**src/rtl/core/msm_ram.sv**
```systemverilog
// Generic single-write, single-read synchronous RAM with registered read data.
// No dependencies; used for the sample store and the channel table.
`timescale 1ns / 1ps

module msm_ram #(
  parameter int WIDTH = 8,
  parameter int DEPTH = 256
) (
  input  logic                                      clk,
  input  logic                                      we,
  input  logic [((DEPTH > 1) ? $clog2(DEPTH) : 1)-1:0] waddr,
  input  logic [WIDTH-1:0]                          wdata,
  input  logic [((DEPTH > 1) ? $clog2(DEPTH) : 1)-1:0] raddr,
  output logic [WIDTH-1:0]                          rdata
);

  logic [WIDTH-1:0] mem [DEPTH];

  always_ff @(posedge clk) begin
    if (we) begin
      mem[waddr] <= wdata;
    end
    rdata <= mem[raddr];
  end

endmodule

```
**config.mk**
```make
export PLATFORM = sky130hd
export DESIGN_NAME = msm_ram
export DESIGN_NICKNAME = d
export VERILOG_FILES = /design/src/rtl/core/msm_ram.sv
export SDC_FILE = /design/constraint.sdc
export NUM_CORES = 2
export LEC_CHECK = 0
export BUFFER_PORTS_ARGS = -buffer_cell sky130_fd_sc_hd__clkbuf_2
export CAP_MARGIN = 0
export CORE_UTILIZATION = 36
export DETAILED_ROUTE_END_ITERATION = 10
export GPL_ROUTABILITY_DRIVEN = 0
export GPL_TIMING_DRIVEN = 1
export HOLD_SLACK_MARGIN = 0.08
export PLACE_DENSITY = 0.61
export SYNTH_ARGS = -nofsm -noshare
export SYNTH_HDL_FRONTEND = slang
export SYNTH_SLANG_ARGS = --single-unit
export TNS_END_PERCENT = 30
```
**constraint.sdc**
```tcl
create_clock -name clk -period 3.45 [get_ports clk]
set_input_delay 0.8625 -clock clk [delete_from_list [all_inputs] [get_ports clk]]
set_output_delay 0.8625 -clock clk [all_outputs]
set_load 0.01 [all_outputs]
```
---- Word-level counts from Yosys, hierarchy flattened ----
Memory sizes are Yosys's and may differ from the RTL's. A register that Yosys moved wholly into a read port is not among the register bits.
Index checks and enable logic that the tools add are counted.
word-level totals
  register bits after elaboration ......... 0
  bits in writable memories ............... 2,048
  input port bits ......................... 26
  logic and storage cells ................. 3
  memories kept ........................... 1
cells by class
  mux-type cells .......................... 2
memories
  name  depth  bits a word  rd ports  clocked after memory_dff  write ports  line  text
  mem   256    8            1         1                         1            17    logic [WIDTH-1:0] mem [DEPTH];
operator list
  cell     number
  $mux W1  2

---- Longest topological paths before layout ----
  depth in word-level cells ............... 2
  depth in mapped cells ................... 11
  gate-level depth less buffers ........... 6

---- Worst setup path before layout ----
OpenSTA, ideal clock, no wires.
  kind .................................... input port to flip-flop
  from .................................... input port raddr[0] in the netlist's numbering
  to ...................................... register rdata[2], read port of mem
  library setup time ...................... 0.131 ns
  arrival time ............................ 2.669 ns
  setup slack ............................. 0.650 ns
  cell stages on the path ................. 9
  path buffers ............................ 4
  cells stage by stage .................... buf_6 > buf_12 > buf_8 > buf_2 > mux4_2 > a22oi_1 > a21oi_1 > nor4_1 > nor4_2
RTL lines
  element          line  text
  start, declared  13    input logic [((DEPTH > 1) ? $clog2(DEPTH) : 1)-1:0] raddr,
  end, declared    14    output logic [WIDTH-1:0] rdata

==> run summary <==
The run finished with clean final reports. The CTS H-tree depth came out at 4. The count of vias placed by the detailed router is ~40000. The number of instances in the synthesized netlist came out at 3733. The worst-case register-to-register setup slack came out at 0.69 ns.

The first-pass iteration count of the detailed router came out at 5. The leakage power came out at 29.7 nW. The startpoint of the lowest-slack hold path is wdata[4]. The highest-delay cell along the critical path is nor3_1. Based on the critical path, the design can be clocked at up to 325 MHz. Of the available clock period, the critical path in the final layout requires 89.1%. After detailed routing, the number of vias per cell comes to 5.43.

The post-CTS setup buffer count came out at 0. After clock tree synthesis, the clock-pin slew on the worst setup and hold paths is ~0.060 ns. The endpoint identified for the worst register-to-register timing path is rdata[3].

The kind of critical path is in2reg. STA classifies the critical path endpoint as a register. The adder-cell share of the synthesized area came out at 0%.

The worst setup path is launched from an input port. The later pin in the worst-skew pair is clocked with a latency of around 0.85 ns. The share of the yosys chip area belonging to registers came out at 77.5%.

After clock tree synthesis, the repair step resized 0 gates. The width of the die came out at between 400 and 500 um. In this run the critical register-to-register path is launched from mem[83][3]. The growth of design area from synthesis to finish is 17.7%. With fillers left out, the area of the finished cells amounts to 0.0937 mm2.

The signal arrival time at the worst endpoint is 3.77 ns. The share of the synthesized area in compound gates (AO/OA/AOI/OAI) came out at under 10%. The biggest cell delay along the critical path came out at 0.71 ns. The time the worst path needs with I/O delays and setup came out at 3.07 ns. The async set-or-reset flop fraction in the synthesized netlist is 0%. The row count is 172. The required time of the critical path came out at 4.14 ns. The peak supply drop is 0.526 mV. The number of routed nets with antenna violations is 0. The worst-case setup margin in the final layout came out at 0.376 ns.

The cell type with the highest occurrence count on the critical path is buf_4. The clock passes through at most 3 buffers. OpenSTA, run right after detailed placement, puts the worst setup slack at -0.453 ns.

After layout, the design draws a total of 0.0520 W. The synthesized flop and latch total is just over 2000. The first routing iteration left around 4700 violations.

The tree is rooted in a clkbuf_16. The initial core utilization came out at 36.2%. The count of warnings emitted by yosys is 0. The via count of the first global-routing pass came out at roughly 40000.

The largest family of logic cells by synthesized area is multiplexers. The transition time of the tightest slew-check pin came out at 0.899 ns. Clock tree synthesis inserted a total of roughly 200 buffers. Among cell families on the critical path, the largest total delay comes from simple AND/OR/NAND/NOR gates. Across the routed clock network, the largest skew measured is roughly 0.06 ns. The number of antenna violations at the first check in global routing is 14.

The final net count is 4316. The overall die area came out at 0.223 mm2. Of the post-synthesis cell area, the part taken by muxes is 14.6%. The relative slew slack is 39.6%.

The power density over cell area came out at around 560 mW/mm2. The number of port buffers came out at 33. TritonCTS built the clock tree. Once placement finished, the instance area stood at 0.0871 mm2.

The leading register cell type out of synthesis is edfxtp_1. For this design, the sink count on the clock tree is 2056. The core region is 0.220 mm2. Entering global routing, the biggest net connects between 100 and 150 pins. The final count of negative-setup-slack endpoints came out at 0. The synthesized design contains 2048 enable-type register cells. The final count of hold timing violations came out at 0. In the final layout, the share of cells above drive strength 1 is ~30%. The detailed-route DRC error count came out at 0. Global routing finished with a remaining overflow of 0. The combined buffer and inverter count along the critical path came out at 4.

The path with the worst hold slack has its endpoint at mem[86][4]. The total standard cell area after synthesis is about 0.080 mm2. Setup repair after global routing left no endpoint under its margin. The count of hold-fix buffers inserted at cts came out at 0. The height of the die came out at approximately 470 um. The biggest fanout along the worst timing path is 13.

The aggregate routed wire length came out at roughly 200 mm. In this run the worst hold path is classified as in2reg. The post-synthesis share of cell area spent on and, or, nand and nor gates is 2.63%. The wire length of the first global-routing pass is 294 mm.

The average instance area after synthesis is 21.3 um2. The synthesized netlist net count came out at 3759. The number of primary I/O pins came out at 34.

The distinct cell type count after synthesis came out at 55. The post-synthesis xor/xnor area fraction came out at 0%. The detailed placement HPWL came out at 129 mm. The length in cells of the worst reg-to-reg path came out at 7. Max-cap violations in this run came to 0. Counting instances, the worst hold path has a depth of 1. The signal on the critical path passes through buf_8 > buf_4 > buf_4 > mux4_2 > a22o_1 > a221oi_1 > buf_4 > o32ai_1 > nor3_1 > nor4_1. The overall track demand over capacity in global routing came out at roughly 18%. The number of slew-limit violations in the final report was 0. The routed wirelength normalized by instance count is 27.4 um.
stage by stage:
stage | util (%) | std cells | setup TNS [ns] | hold slack (ns)
floorplan | - | 3733 | 0 | 0.770
global placement | 39.7 | 7042 | -2.64 | 1.06
detailed placement | 39.7 | 7042 | -2.66 | 1.03
CTS | 42.6 | 7416 | 0 | 0.426
global route | 42.6 | 7418 | 0 | 0.428
finish | 42.6 | 7424 | 0 | 0.444
kinds of logic after synthesis:
logic type / count (synthesis)
flip-flops: 2056
multiplexers: 591
AND/OR/NAND/NOR: 466
AO/OA/AOI/OAI: 385
buffers and inverters: 235
cells in the final DEF, fill, tap and decap left out, types with 4 or more instances in the layout:
cell type,n
nand2b_1,8
a211oi_1,16
o21ai_0,10
diode_2,8
clkinv_2,25
nand3_1,34
o211ai_1,10
buf_4,484
nor3_1,22
clkinv_1,53
a22oi_1,133
a221oi_1,13
dfxtp_1,8
clkbuf_1,53
buf_12,69
a22o_1,8
mux2i_1,134
or2_2,4
clkbuf_2,21
nor4_1,24
nand2_1,33
o22ai_1,28
mux4_2,454
clkinv_16,6
nand4_1,10
o22a_1,5
a21oi_1,96
o32ai_1,4
and2_1,6
bufinv_16,16
clkbuf_16,204
buf_8,10
inv_16,6
nor2_1,279
o221ai_1,46
edfxtp_1,2048
nor2b_1,28
clkinvlp_4,5
flip-flops by register name, indices dropped and copies added (netlist names):
register / count
mem: 2048
rdata: 8
Yosys cell counts, types with 4 or more instances:
cell type | count | area share [%]
nor2b_1 | 31 | 0.24
o211ai_1 | 10 | 0.094
buf_6 | 21 | 0.30
o21ai_0 | 10 | 0.063
nand3_1 | 34 | 0.21
o22a_1 | 5 | 0.055
nor2_1 | 282 | 1.3
buf_8 | 13 | 0.25
a221oi_1 | 13 | 0.14
o22ai_1 | 28 | 0.22
a211oi_1 | 16 | 0.15
buf_12 | 8 | 0.20
clkbuf_1 | 111 | 0.52
buf_4 | 27 | 0.25
dfxtp_1 | 8 | 0.20
a22oi_1 | 133 | 1.3
buf_2 | 31 | 0.20
nand2b_1 | 8 | 0.063
a22o_1 | 8 | 0.088
nor3_1 | 22 | 0.14
nor4_1 | 24 | 0.19
edfxtp_1 | 2048 | 77
mux2i_1 | 134 | 1.7
o32ai_1 | 4 | 0.044
and2_1 | 6 | 0.047
or2_2 | 4 | 0.031
mux4_2 | 454 | 13
nand4_1 | 10 | 0.079
nand2_1 | 33 | 0.16
a21oi_1 | 96 | 0.60
buf_1 | 22 | 0.10
o221ai_1 | 46 | 0.51
metal layers:
metal | vias to the layer above | wire [um] | track usage [%]
met1 | 21500 | 85700 | 26.0
met5 | - | 48 | 0
li1 | 16800 | - | -
met2 | 1667 | 96700 | 28.5
met4 | 8 | 5180 | 5.08
met3 | 262 | 15700 | 3.40
worst max path at each step:
| stage | cells after the start | from | endpoint | slack [ns] |
|---|---|---|---|---|
| after global routing | 10 | raddr[0] | rdata[3] | 0.34 |
| after CTS | 10 | raddr[0] | rdata[3] | 0.43 |
| final | 10 | raddr[0] | rdata[3] | 0.38 |
| after detailed placement | 10 | raddr[0] | rdata[3] | -0.45 |
| after global placement | 10 | raddr[0] | rdata[3] | -0.45 |
| after floorplan | 9 | raddr[0] | rdata[2] | 0.65 |
final cells by class:
cell class	instances	area (um2)
antenna	8	20.0
clock buffer	257	5300
clock inverter	117	1220
fill	18800	126000
inverter	2	7.51
multi-input combinational	1442	16500
sequential	2056	61700
tap	2958	3700
timing repair buffer	584	5270
power breakdown:
group          internal (W)  switching, W  total, W
logic               0.00106       0.00168   0.00274
registers            0.0275     0.0000515    0.0276
clock network        0.0122       0.00950    0.0217
total                0.0408        0.0112    0.0520
Power figures use the tool's default switching activity.
