[src/rtl/core/msm_pkg.sv]
// Shared types and constants of the multichannel sample mixer.
// No dependencies; imported by the mixer core, its divider and its checker.
`timescale 1ns / 1ps

package msm_pkg;

  localparam int ADDR_W    = 14;
  localparam int LEN_W     = 15;
  localparam int SMP_W     = 8;
  localparam int VOL_W     = 8;
  localparam int CNT_CFG_W = 4;
  // Mix sum and divisor widths cover the largest supported channel count (32).
  localparam int SUM_W     = 21;
  localparam int DIV_W     = 13;
  localparam int QUO_STEPS = 9;

  localparam logic [VOL_W-1:0] FULL_SCALE = 8'd255;

  localparam logic [3:0] OP_TICK       = 4'd0;
  localparam logic [3:0] OP_WRITE      = 4'd1;
  localparam logic [3:0] OP_PLAY       = 4'd2;
  localparam logic [3:0] OP_STOP       = 4'd3;
  localparam logic [3:0] OP_PAUSE      = 4'd4;
  localparam logic [3:0] OP_RESUME     = 4'd5;
  localparam logic [3:0] OP_STOP_ALL   = 4'd6;
  localparam logic [3:0] OP_PAUSE_ALL  = 4'd7;
  localparam logic [3:0] OP_RESUME_ALL = 4'd8;
  localparam logic [3:0] OP_SET_VOLUME = 4'd9;
  localparam logic [3:0] OP_QUERY      = 4'd10;

  localparam logic [1:0] CH_STOPPED = 2'd0;
  localparam logic [1:0] CH_PLAYING = 2'd1;
  localparam logic [1:0] CH_PAUSED  = 2'd2;

  typedef struct packed {
    logic [3:0]        opcode;
    logic [2:0]        channel;
    logic [ADDR_W-1:0] sample_address;
    logic [LEN_W-1:0]  sample_length;
    logic              repeat_req;
    logic [SMP_W-1:0]  sample_value;
    logic [VOL_W-1:0]  volume;
  } req_t;

  typedef struct packed {
    logic [7:0] dac_level;
    logic [1:0] channel_state;
    logic       changed;
    logic       running;
  } rsp_t;

endpackage

[src/rtl/core/msm_div.sv]
// Restoring divider for the mix level: one quotient bit per cycle, saturated at 255.
// Depends on msm_pkg for the sum and divisor widths.
`timescale 1ns / 1ps

module msm_div import msm_pkg::*; (
  input  logic             clk,
  input  logic             rst,
  input  logic             start,
  input  logic [SUM_W-1:0] dividend,
  input  logic [DIV_W-1:0] divisor,
  output logic             done,
  output logic [7:0]       quotient
);

  localparam int STEP_W = $clog2(QUO_STEPS);

  logic              busy;
  logic [STEP_W-1:0] step;
  logic [SUM_W-1:0]  rem;
  logic [SUM_W-1:0]  dsh;
  logic [QUO_STEPS-1:0] quo;

  always_ff @(posedge clk) begin
    if (rst) begin
      busy <= 1'b0;
      done <= 1'b0;
      step <= '0;
    end else begin
      done <= 1'b0;
      if (start) begin
        busy <= 1'b1;
        step <= STEP_W'(QUO_STEPS - 1);
      end else if (busy) begin
        if (step == '0) begin
          busy <= 1'b0;
          done <= 1'b1;
        end else begin
          step <= step - 1'b1;
        end
      end
    end
  end

  // The divisor starts shifted up by the top quotient bit and walks down one bit a cycle.
  always_ff @(posedge clk) begin
    if (start) begin
      rem <= dividend;
      dsh <= SUM_W'({divisor, 8'b0});
      quo <= '0;
    end else if (busy) begin
      if (rem >= dsh) begin
        rem <= rem - dsh;
        quo <= {quo[QUO_STEPS-2:0], 1'b1};
      end else begin
        quo <= {quo[QUO_STEPS-2:0], 1'b0};
      end
      dsh <= dsh >> 1;
    end
  end

  assign quotient = quo[QUO_STEPS-1] ? 8'hFF : quo[7:0];

endmodule

[config.mk]
export PLATFORM = sky130hd
export DESIGN_NAME = msm_div
export DESIGN_NICKNAME = d
export VERILOG_FILES = /design/src/rtl/core/msm_pkg.sv /design/src/rtl/core/msm_div.sv
export SDC_FILE = /design/constraint.sdc
export NUM_CORES = 1
export LEC_CHECK = 0
export ABC_AREA = 1
export ABC_CLOCK_PERIOD_IN_PS = 3090
export BUFFER_PORTS_ARGS = -buffer_cell sky130_fd_sc_hd__buf_2
export CORE_MARGIN = 1
export CORE_UTILIZATION = 41
export DETAILED_ROUTE_END_ITERATION = 10
export PLACE_DENSITY = 0.63
export SYNTH_ARGS = -nofsm -noshare
export SYNTH_HDL_FRONTEND = slang
export SYNTH_SLANG_ARGS = --single-unit
[constraint.sdc]
create_clock -name clk -period 3.09 [get_ports clk]
set_input_delay 0.1545 -clock clk [delete_from_list [all_inputs] [get_ports clk]]
set_output_delay 0.1545 -clock clk [all_outputs]
set_load 0.005 [all_outputs]
---- Word-level counts from Yosys, hierarchy flattened ----
Index checks and enable logic that the tools add are counted.
word-level totals
  output and inout bits ................... 9
  flip-flop bits (word level) ............. 57
cells by class
  reductions and logical operators ........ 8
  bitwise operators ....................... 2
  mux-type cells .......................... 14
  equal/unequal tests ..................... 1
  add/subtract/negate cells ............... 2
  magnitude comparators ................... 1
operators by type and width
  operator                                                             count
  21-bit 2-to-1 mux                                                    5
  21-bit >= comparator                                                 1
  21-bit subtractor                                                    1
  4-bit 2-to-1 mux                                                     3
  8-bit 2-to-1 mux                                                     1
  2-bit AND reduction                                                  3
  1-bit 2-to-1 mux                                                     5
  4-bit logical NOT                                                    1
  2-bit nonzero test                                                   2
  4-bit by 1-bit subtractor with 4-bit output (second input constant)  1
  3-bit OR reduction                                                   1
  2-bit inequality test (second input constant)                        1
  1-bit inverter                                                       2
  2-bit OR reduction                                                   1

---- Depth between registers and ports, before layout ----
Gate-level depths: netlist of run 1.
  word-level depth ........................ 4
  gate-level depth with buffers ........... 13
  depth with buffers taken out ............ 13

---- Least setup slack after synthesis of run 1 ----
No wires, ideal clock.
  path kind ............................... reg2reg
  start point ............................. register rem[10]
  end point ............................... register rem[0], enable pin
  library setup time ...................... 0.378 ns
  period minus slack after synthesis ...... 2.191 ns
  path slack .............................. 0.899 ns
  path buffers ............................ 0
  cell stages (with the launch flop) ...... 12
  data required time ...................... 2.712 ns
  arrival time ............................ 1.813 ns
  cells stage by stage .................... edfxtp_1 -> ha_1 -> nand2_2 -> inv_2 -> nand2_1 -> nor3_1 -> nand2_1 -> nand2_1 -> nand2_1 -> nand2_1 -> nand2_1 -> nand2_1
on the way
  longest elaborated chain between the ends .. 3
RTL lines
  element                        RTL line       source
  start, declared                msm_div.sv:19  logic [SUM_W-1:0] rem;
  start signal, assigned         msm_div.sv:47  rem <= dividend;
  start signal, assigned         msm_div.sv:52  rem <= rem - dsh;
  21-bit >= comparator           msm_div.sv:51  if (rem >= dsh) begin
  2-bit nonzero test (no line)   n/a
  2-bit AND reduction (no line)  n/a
No other way between the ends.
A chain may end at the register's enable or synchronous reset.

---- Worst setup path in the final report of run 1 ----
  start point ............................. register dsh[2]
  end point ............................... register rem[9], enable pin
on the way
  longest elaborated chain between the ends .. 3
RTL lines
  element                        RTL line       source
  start, declared                msm_div.sv:20  logic [SUM_W-1:0] dsh;
  start signal, assigned         msm_div.sv:48  dsh <= SUM_W'({divisor, 8'b0});
  start signal, assigned         msm_div.sv:57  dsh <= dsh >> 1;
  21-bit >= comparator           msm_div.sv:51
  2-bit nonzero test (no line)   n/a
  2-bit AND reduction (no line)  n/a
No other way between the ends.

==> implementation parameters, run 1 <==
Parameter                              Value

CTS
  Num Clock Sinks ... 57
  Number of buffers created by CTS ... 9
  Worst-skew pair later-pin latency ... 0.35 ns
  Clock transition time at the flip-flop clock pins of the worst setup and hold paths ... 0.08 ns
  Clock tree from TritonCTS ... done
  Number of setup buffers added after CTS ... 0
  Clock root buffer master ... sky130_fd_sc_hd__clkbuf_8
  Clock tree buffer depth ... 2
  Post-cts gate resize count ... 0
  CTS H-tree lvls ... 3

Floorplanning
  Die Ht ... 96.5 µm
  Core region area ... 8680 µm²
  Starting utilization of the core area ... 42.2%
  Num ports ... 46
  Die outline area ... 9310 µm²
  Number of placement rows ... 34
  Horizontal die dimension ... 96.5 µm

Layout
  Layout overhead on the synthesized area ... 15.9%
  Diode insertion count for antenna repair ... 0
  Final instance area ... 4240 µm²
  Core Util, Final ... 48.9%
  Final nets ... 623
  Count of fill cells added during filler insertion ... 918
  Leading cell type in the layout, fill and taps excluded ... sky130_fd_sc_hd__nand2_1
  Leading cell types in the layout, fill and taps excluded ... 176 x sky130_fd_sc_hd__nand2_1, 82 x sky130_fd_sc_hd__inv_1, 45 x sky130_fd_sc_hd__buf_2
  Fraction of final layout cells with drive strength greater than 1 ... 14.1%

Timing
  Final critical path time including I/O delays and setup ... 2.46 ns
  Setup repair after global routing missed its margin ... false
  Final setup viols ... 0
  Worst Hold Margin ... 0.0640 ns
  Number of hold violations in the final report ... 0
  Max-slew violation count ... 0
  Post-route fraction of the period consumed by the critical path ... 79.7%
  Total Neg Setup Slack ... 0 ns
  Actual slew at the worst max-slew pin ... 0.769 ns
  Highest Clock Rate ... 406 MHz
  Largest clock skew in the final design ... 0.0111 ns
  Remaining max-slew budget at the tightest pin ... 48.7%

Route
  Per-cell routed wire length ... 12.6 µm
  Post-detailed-route count of antenna-violating nets ... 0
  Residual DRC count ... 0
  Number of iterations in the first detailed-routing pass ... 4
  Total vias in the final route ... 3244
  Initial DRC Count ... 122
  Avg Vias per Cell ... 4.80
  Total Routed Length ... 8540 µm

Worst setup path
  Required time of the critical path ... 3.15 ns
  Nature of the critical path endpoint ... flop
  Arrival time reported for the critical path endpoint ... 2.52 ns
  Worst setup SP type ... flop
  Largest fanout of any net on the critical path ... 13
  Critical Setup Path Class ... reg -> reg

Global routing
  Number of global-route vias before repair ... 3113
  Pin count of the biggest net entering global routing ... 45
  Wire length of the first global-routing pass ... 14100 µm
  Antenna violations before repair ... 0
  Total global-route track usage ... 20.1%
  Grt total ovfl ... 0

Job
  Max Cap Viol ... 0

Pwr
  VDD IR-drop max ... 0.236 mV
  Internal power ... 1.65 mW
  Sw frac ... 36.0%
  Pwr/cell area ... 609 nW/µm²
  Psw ... 0.929 mW
  Comb power frac ... 33.8%
  Static leakage ... 2.12 nW
  Fraction of power consumed by the clock network ... 30.1%
  Proportion of power drawn by flip-flops and latches ... 36.1%

Logic synthesis
  Fraction of registers with async set or reset after synthesis ... 0%
  Synthesized area per cell ... 7.15 µm²
  Leading register cell type out of synthesis ... sky130_fd_sc_hd__edfxtp_1
  Post-synth EDFFs ... 34
  Net count after synthesis ... 572
  Synth Cell Area ... 3660 µm²
  Portion of the post-synthesis area used by sequential elements ... 40.5%
  Synthesis-stage register bit count ... 57
  Count of cell types in the netlist ... 35
  Number of cells produced by synthesis ... 512
  Synth warnings ... 0

Worst hold path
  Worst hold path class ... in -> reg

Placement
  Standard cell area after detailed placement ... 4020 µm²
  HPWL after DPL ... 6450 µm
  Weighted congestion at the end of routability-driven global placement ... 0.897
  Number of I/O port buffers ... 45

Status
  Result of the run ... completed
routing by layer:
layer,wire length [µm],global-route usage [%]
met1,4120,25.6
met2,3890,33.5
met3,393,3.68
met4,129,7.84
met5,0,0
cell usage after synthesis, drive strengths merged (3+ instances only):
cell type	n	area (µm²)
a21oi	20	104
buf	3	20.0
clkbuf	6	22.5
dfxtp	23	460
edfxtp	34	1020
ha	22	275
inv	84	315
nand2	181	692
nand3	32	170
nand3b	5	37.5
nor2	37	141
nor3	6	30.0
o21ai	21	105
o21bai	3	22.5
o22ai	15	93.8
or2	5	31.3
xnor2	3	26.3
final timing paths:
kind	from	to	slack, ns	cells past startpoint
max	dsh[2]$_SDFFE_PP0P_	rem[9]$_DFFE_PP_	0.63	13
min	divisor[12]	dsh[20]$_DFFE_PP_	0.06	3
max reg2reg	dsh[2]$_SDFFE_PP0P_	rem[9]$_DFFE_PP_	0.63	13
min reg2reg	quo[0]$_SDFFE_PP0P_	quo[0]$_SDFFE_PP0P_	0.46	2
per-stage QoR:
step                instances  power (mW)  setup slack (ns)
global route              676        2.78             0.451
CTS                       676        2.61             0.621
floorplan                 512        1.61             0.899
detailed placement        659        1.83             0.661
global placement          659        1.82             0.707
finish                    676        2.58             0.628
power groups by stage:
stage | Combinational [mW] | Clock (mW) | Sequential (mW)
6_report | 0.873 | 0.777 | 0.933
5_1_grt | 1.01 | 0.826 | 0.940
4_1_cts | 0.881 | 0.796 | 0.934
3_5_place_dp | 0.875 | 0 | 0.951
3_3_place_gp | 0.870 | 0 | 0.947
2_1_floorplan | 0.668 | 0 | 0.941
cells by family (layout without fill, tap and decap cells):
family	after synthesis	after routing	share of synthesized area (%)
DFF	57	57	40.5
buffers and inverters	95	151	9.98
adders and majority gates	23	23	8.06
AOI/OAI and AO/OA	62	62	9.50
and+or+nand+nor	271	271	31.1
xor gates and xnor gates	4	4	0.957
flip-flops by register name, summed over array words and instances, names as in the netlist:
signal	cells
dsh	21
done	1
rem	21
busy	1
quo	9
step	4
critical path, stage by stage, from the launching register on:
cell and delay, ns:
sky130_fd_sc_hd__dfxtp_1 0.32, sky130_fd_sc_hd__inv_1 0.07, sky130_fd_sc_hd__ha_1 0.39, sky130_fd_sc_hd__nand2_1 0.11, sky130_fd_sc_hd__nand3_2 0.14, sky130_fd_sc_hd__nand2_1 0.06, sky130_fd_sc_hd__nand2_1 0.12, sky130_fd_sc_hd__nand2_1 0.09
sky130_fd_sc_hd__nand2_1 0.09, sky130_fd_sc_hd__nand2_1 0.05, sky130_fd_sc_hd__nand2_1 0.09, sky130_fd_sc_hd__nand2_1 0.08, sky130_fd_sc_hd__nand2_1 0.35, sky130_fd_sc_hd__buf_12 0.21
what timing repair did:
action,4_1_cts,5_1_grt
hold endpoints to repair,2,0
hold buffers,1,0
endpoints found under the setup margin,0,0
layout make-up:
| cell class | instances | area [µm²] | share of cell area, % |
|---|---|---|---|
| Multi-Input combinational cell | 360 | 1820 | 42.8 |
| Sequential cell | 57 | 1480 | 34.9 |
| Clock buffer | 10 | 149 | 3.51 |
| Clock inverter | 6 | 68.8 | 1.62 |
| Timing Repair Buffer | 49 | 270 | 6.37 |
| Tap cell | 108 | 135 | 3.18 |
| Inverter | 86 | 323 | 7.61 |
(Power assumes the default switching activity.)
==> run 2: changes to the inputs <==
- ABC_CLOCK_PERIOD_IN_PS: 3090 -> 2300
- clock period: 3.09 -> 2.3 ns (I/O delays scaled with it)
==> run 2 against run 1 <==
  * Flip-flop and latch count unchanged
  * Sequential power is 35% higher
  * Critical path depth decreased by 1
  * Utilization is 1.8 points higher
  * Clock power rose by 30%
  * Non-clock buffer count rose by 6
  * Cell count increased by 0.89%
  * Final area up 3.7%
  * Combinational power is 44% higher
  * Critical endpoint unchanged
  * Largest cell class unchanged
  * Largest power group unchanged
==> implementation parameters, run 2 (synthesis results as in run 1) <==
Parameter                              Value

Status
  Result of the run ... completed

CTS
  CTS H-tree lvls ... 3
  Clock root buffer master ... sky130_fd_sc_hd__clkbuf_8
  Clock transition time at the flip-flop clock pins of the worst setup and hold paths ... 0.07 ns
  Number of buffers created by CTS ... 9
  Num Clock Sinks ... 57
  Clock tree buffer depth ... 2
  Worst-skew pair later-pin latency ... 0.36 ns
  Clock tree from TritonCTS ... done

Route
  Total vias in the final route ... 3345
  Per-cell routed wire length ... 12.7 µm
  Number of iterations in the first detailed-routing pass ... 5
  Total Routed Length ... 8680 µm
  Residual DRC count ... 0
  Avg Vias per Cell ... 4.90
  Initial DRC Count ... 142
  Post-detailed-route count of antenna-violating nets ... 0

Floorplanning
  Horizontal die dimension ... 96.5 µm
  Num ports ... 46
  Starting utilization of the core area ... 42.2%
  Die Ht ... 96.5 µm
  Die outline area ... 9310 µm²
  Core region area ... 8680 µm²
  Number of placement rows ... 34

Pwr
  Sw frac ... 36.5%
  Final Total Pwr ... 3.54 mW
  VDD IR-drop max ... 0.325 mV
  Fraction of power consumed by the clock network ... 28.6%
  Pwr/cell area ... 805 nW/µm²
  Psw ... 1.29 mW
  Comb power frac ... 35.7%
  Internal power ... 2.25 mW
  Proportion of power drawn by flip-flops and latches ... 35.7%
  Static leakage ... 2.16 nW

Timing
  Max-slew violation count ... 0
  Number of hold violations in the final report ... 0
  Highest Clock Rate ... 460 MHz
  Actual slew at the worst max-slew pin ... 0.503 ns
  Final critical path time including I/O delays and setup ... 2.17 ns
  Final setup viols ... 0
  Post-route fraction of the period consumed by the critical path ... 94.4%
  Remaining max-slew budget at the tightest pin ... 66.4%
  Largest clock skew in the final design ... 0.0142 ns

Job
  Max Cap Viol ... 0

Worst setup path
  R2R Setup Slk ... 0.13 ns
  Critical Setup Path Class ... reg -> reg
  Worst setup SP type ... flop
  Reg2Reg Launch Point ... rem[12]$_DFFE_PP_
  Destination of the worst register-to-register timing path ... rem[9]$_DFFE_PP_
  Biggest cell delay along the critical path ... 0.42 ns
  Buffers and inverters on the worst path ... 2
  Cells along the critical path ... ha_4 > nand2_1 > inv_1 > nand2_1 > nor3_2 > nand2_1 > nand2_1 > nand2_1 > nand2_1 > nand2_1 > nand2_4 > clkbuf_16
  Critical path's top delay family ... simple AND/OR/NAND/NOR gates
  Logic depth of the worst setup path including buffers ... 12
  CP dominant cell by count ... sky130_fd_sc_hd__nand2_1
  Slowest cell on crit path ... sky130_fd_sc_hd__edfxtp_1
  Nature of the critical path endpoint ... flop
  R2r worst-path depth ... 12
  Required time of the critical path ... 2.37 ns
  Arrival time reported for the critical path endpoint ... 2.25 ns
  Largest fanout of any net on the critical path ... 6

Worst hold path
  Cell count of the worst hold path ... 3
  Worst Min Path Start ... divisor[12]
  Worst hold path class ... in -> reg
  Worst-case hold path end point ... dsh[20]$_DFFE_PP_

Global routing
  Wire length of the first global-routing pass ... 13900 µm
  Total global-route track usage ... 19.9%
  Grt total ovfl ... 0
  Number of global-route vias before repair ... 3072
  Pin count of the biggest net entering global routing ... 29
  Antenna violations before repair ... 0

Layout
  Layout overhead on the synthesized area ... 20.2%
  Final nets ... 629
  Leading cell types in the layout, fill and taps excluded ... 174 x sky130_fd_sc_hd__nand2_1, 82 x sky130_fd_sc_hd__inv_1, 45 x sky130_fd_sc_hd__buf_2
  Fraction of final layout cells with drive strength greater than 1 ... 16.9%
  Largest registers ... dsh: 21 flops, rem: 21 flops, quo: 9 flops
  Leading cell type in the layout, fill and taps excluded ... sky130_fd_sc_hd__nand2_1
  Final instance area ... 4400 µm²
  Diode insertion count for antenna repair ... 0

Placement
  Standard cell area after detailed placement ... 4030 µm²
  HPWL after DPL ... 6490 µm
  Weighted congestion at the end of routability-driven global placement ... 0.939
  Number of I/O port buffers ... 45
==> run 2: power groups by stage <==
stage / Combinational (mW) / Sequential [mW] / Clock (mW)
global placement: 1.16 / 1.27 / 0
global route: 1.45 / 1.27 / 1.08
finish: 1.26 / 1.26 / 1.01
CTS: 1.18 / 1.25 / 1.04
floorplan: 0.898 / 1.26 / 0
detailed placement: 1.17 / 1.28 / 0
==> run 2: final cells by class <==
| cell class | instances | area (µm²) |
|---|---|---|
| Clock buffer | 11 | 174 |
| Clock inverter | 5 | 41.3 |
| Fill cell | 888 | 4280 |
| Inverter | 86 | 323 |
| Multi-Input combinational cell | 360 | 1910 |
| Sequential cell | 57 | 1480 |
| Tap cell | 108 | 135 |
| Timing Repair Buffer | 55 | 335 |
==> run 2: tightest hold or removal path, cell delays in order <==
cell,delay [ns]
sky130_fd_sc_hd__buf_2,0.07
sky130_fd_sc_hd__nand2_1,0.04
sky130_fd_sc_hd__inv_1,0.04
==> run 2: repair_timing <==
action / in CTS / in global routing
hold endpoints to repair: 2 / 0
endpoints found under the setup margin: 0 / 21
buffers inserted: 0 / 2
gates resized for setup: 0 / 18
hold buffers: 1 / 0
==> run 2: worst max-delay path by stage <==
stage / start / end / slack (ns)
6_report: rem[12]$_DFFE_PP_ / rem[9]$_DFFE_PP_ / 0.13
5_1_grt: dsh[14]$_DFFE_PP_ / rem[5]$_DFFE_PP_ / -0.03
4_1_cts: dsh[10]$_DFFE_PP_ / rem[5]$_DFFE_PP_ / 0.05
3_5_place_dp: rem[2]$_DFFE_PP_ / rem[6]$_DFFE_PP_ / 0.06
3_3_place_gp: rem[10]$_DFFE_PP_ / rem[10]$_DFFE_PP_ / 0.10
2_1_floorplan: rem[10]$_DFFE_PP_ / rem[0]$_DFFE_PP_ / 0.11
==> run 2: metrics by stage <==
step / setup slack, ns / cells / utilization [%] / setup TNS, ns / hold WS [ns]
floorplan: 0.109 / 512 / - / 0 / 0.184
global placement: 0.105 / 662 / 46.4 / 0 / 0.314
detailed placement: 0.0634 / 662 / 46.4 / 0 / 0.315
CTS: 0.0463 / 679 / 49.0 / 0 / 0.0196
global route: -0.0347 / 682 / 50.7 / -0.577 / 0.0371
finish: 0.128 / 682 / 50.7 / 0 / 0.0265
==> run 2: layer usage <==
| metal | track usage [%] | up-vias | share of wire (%) |
|---|---|---|---|
| li1 | - | 1754 | - |
| met1 | 25.4 | 1500 | 48 |
| met2 | 32.8 | 78 | 46 |
| met3 | 3.91 | 13 | 4.4 |
| met4 | 7.84 | 0 | 1.7 |
| met5 | 0 | - | 0 |
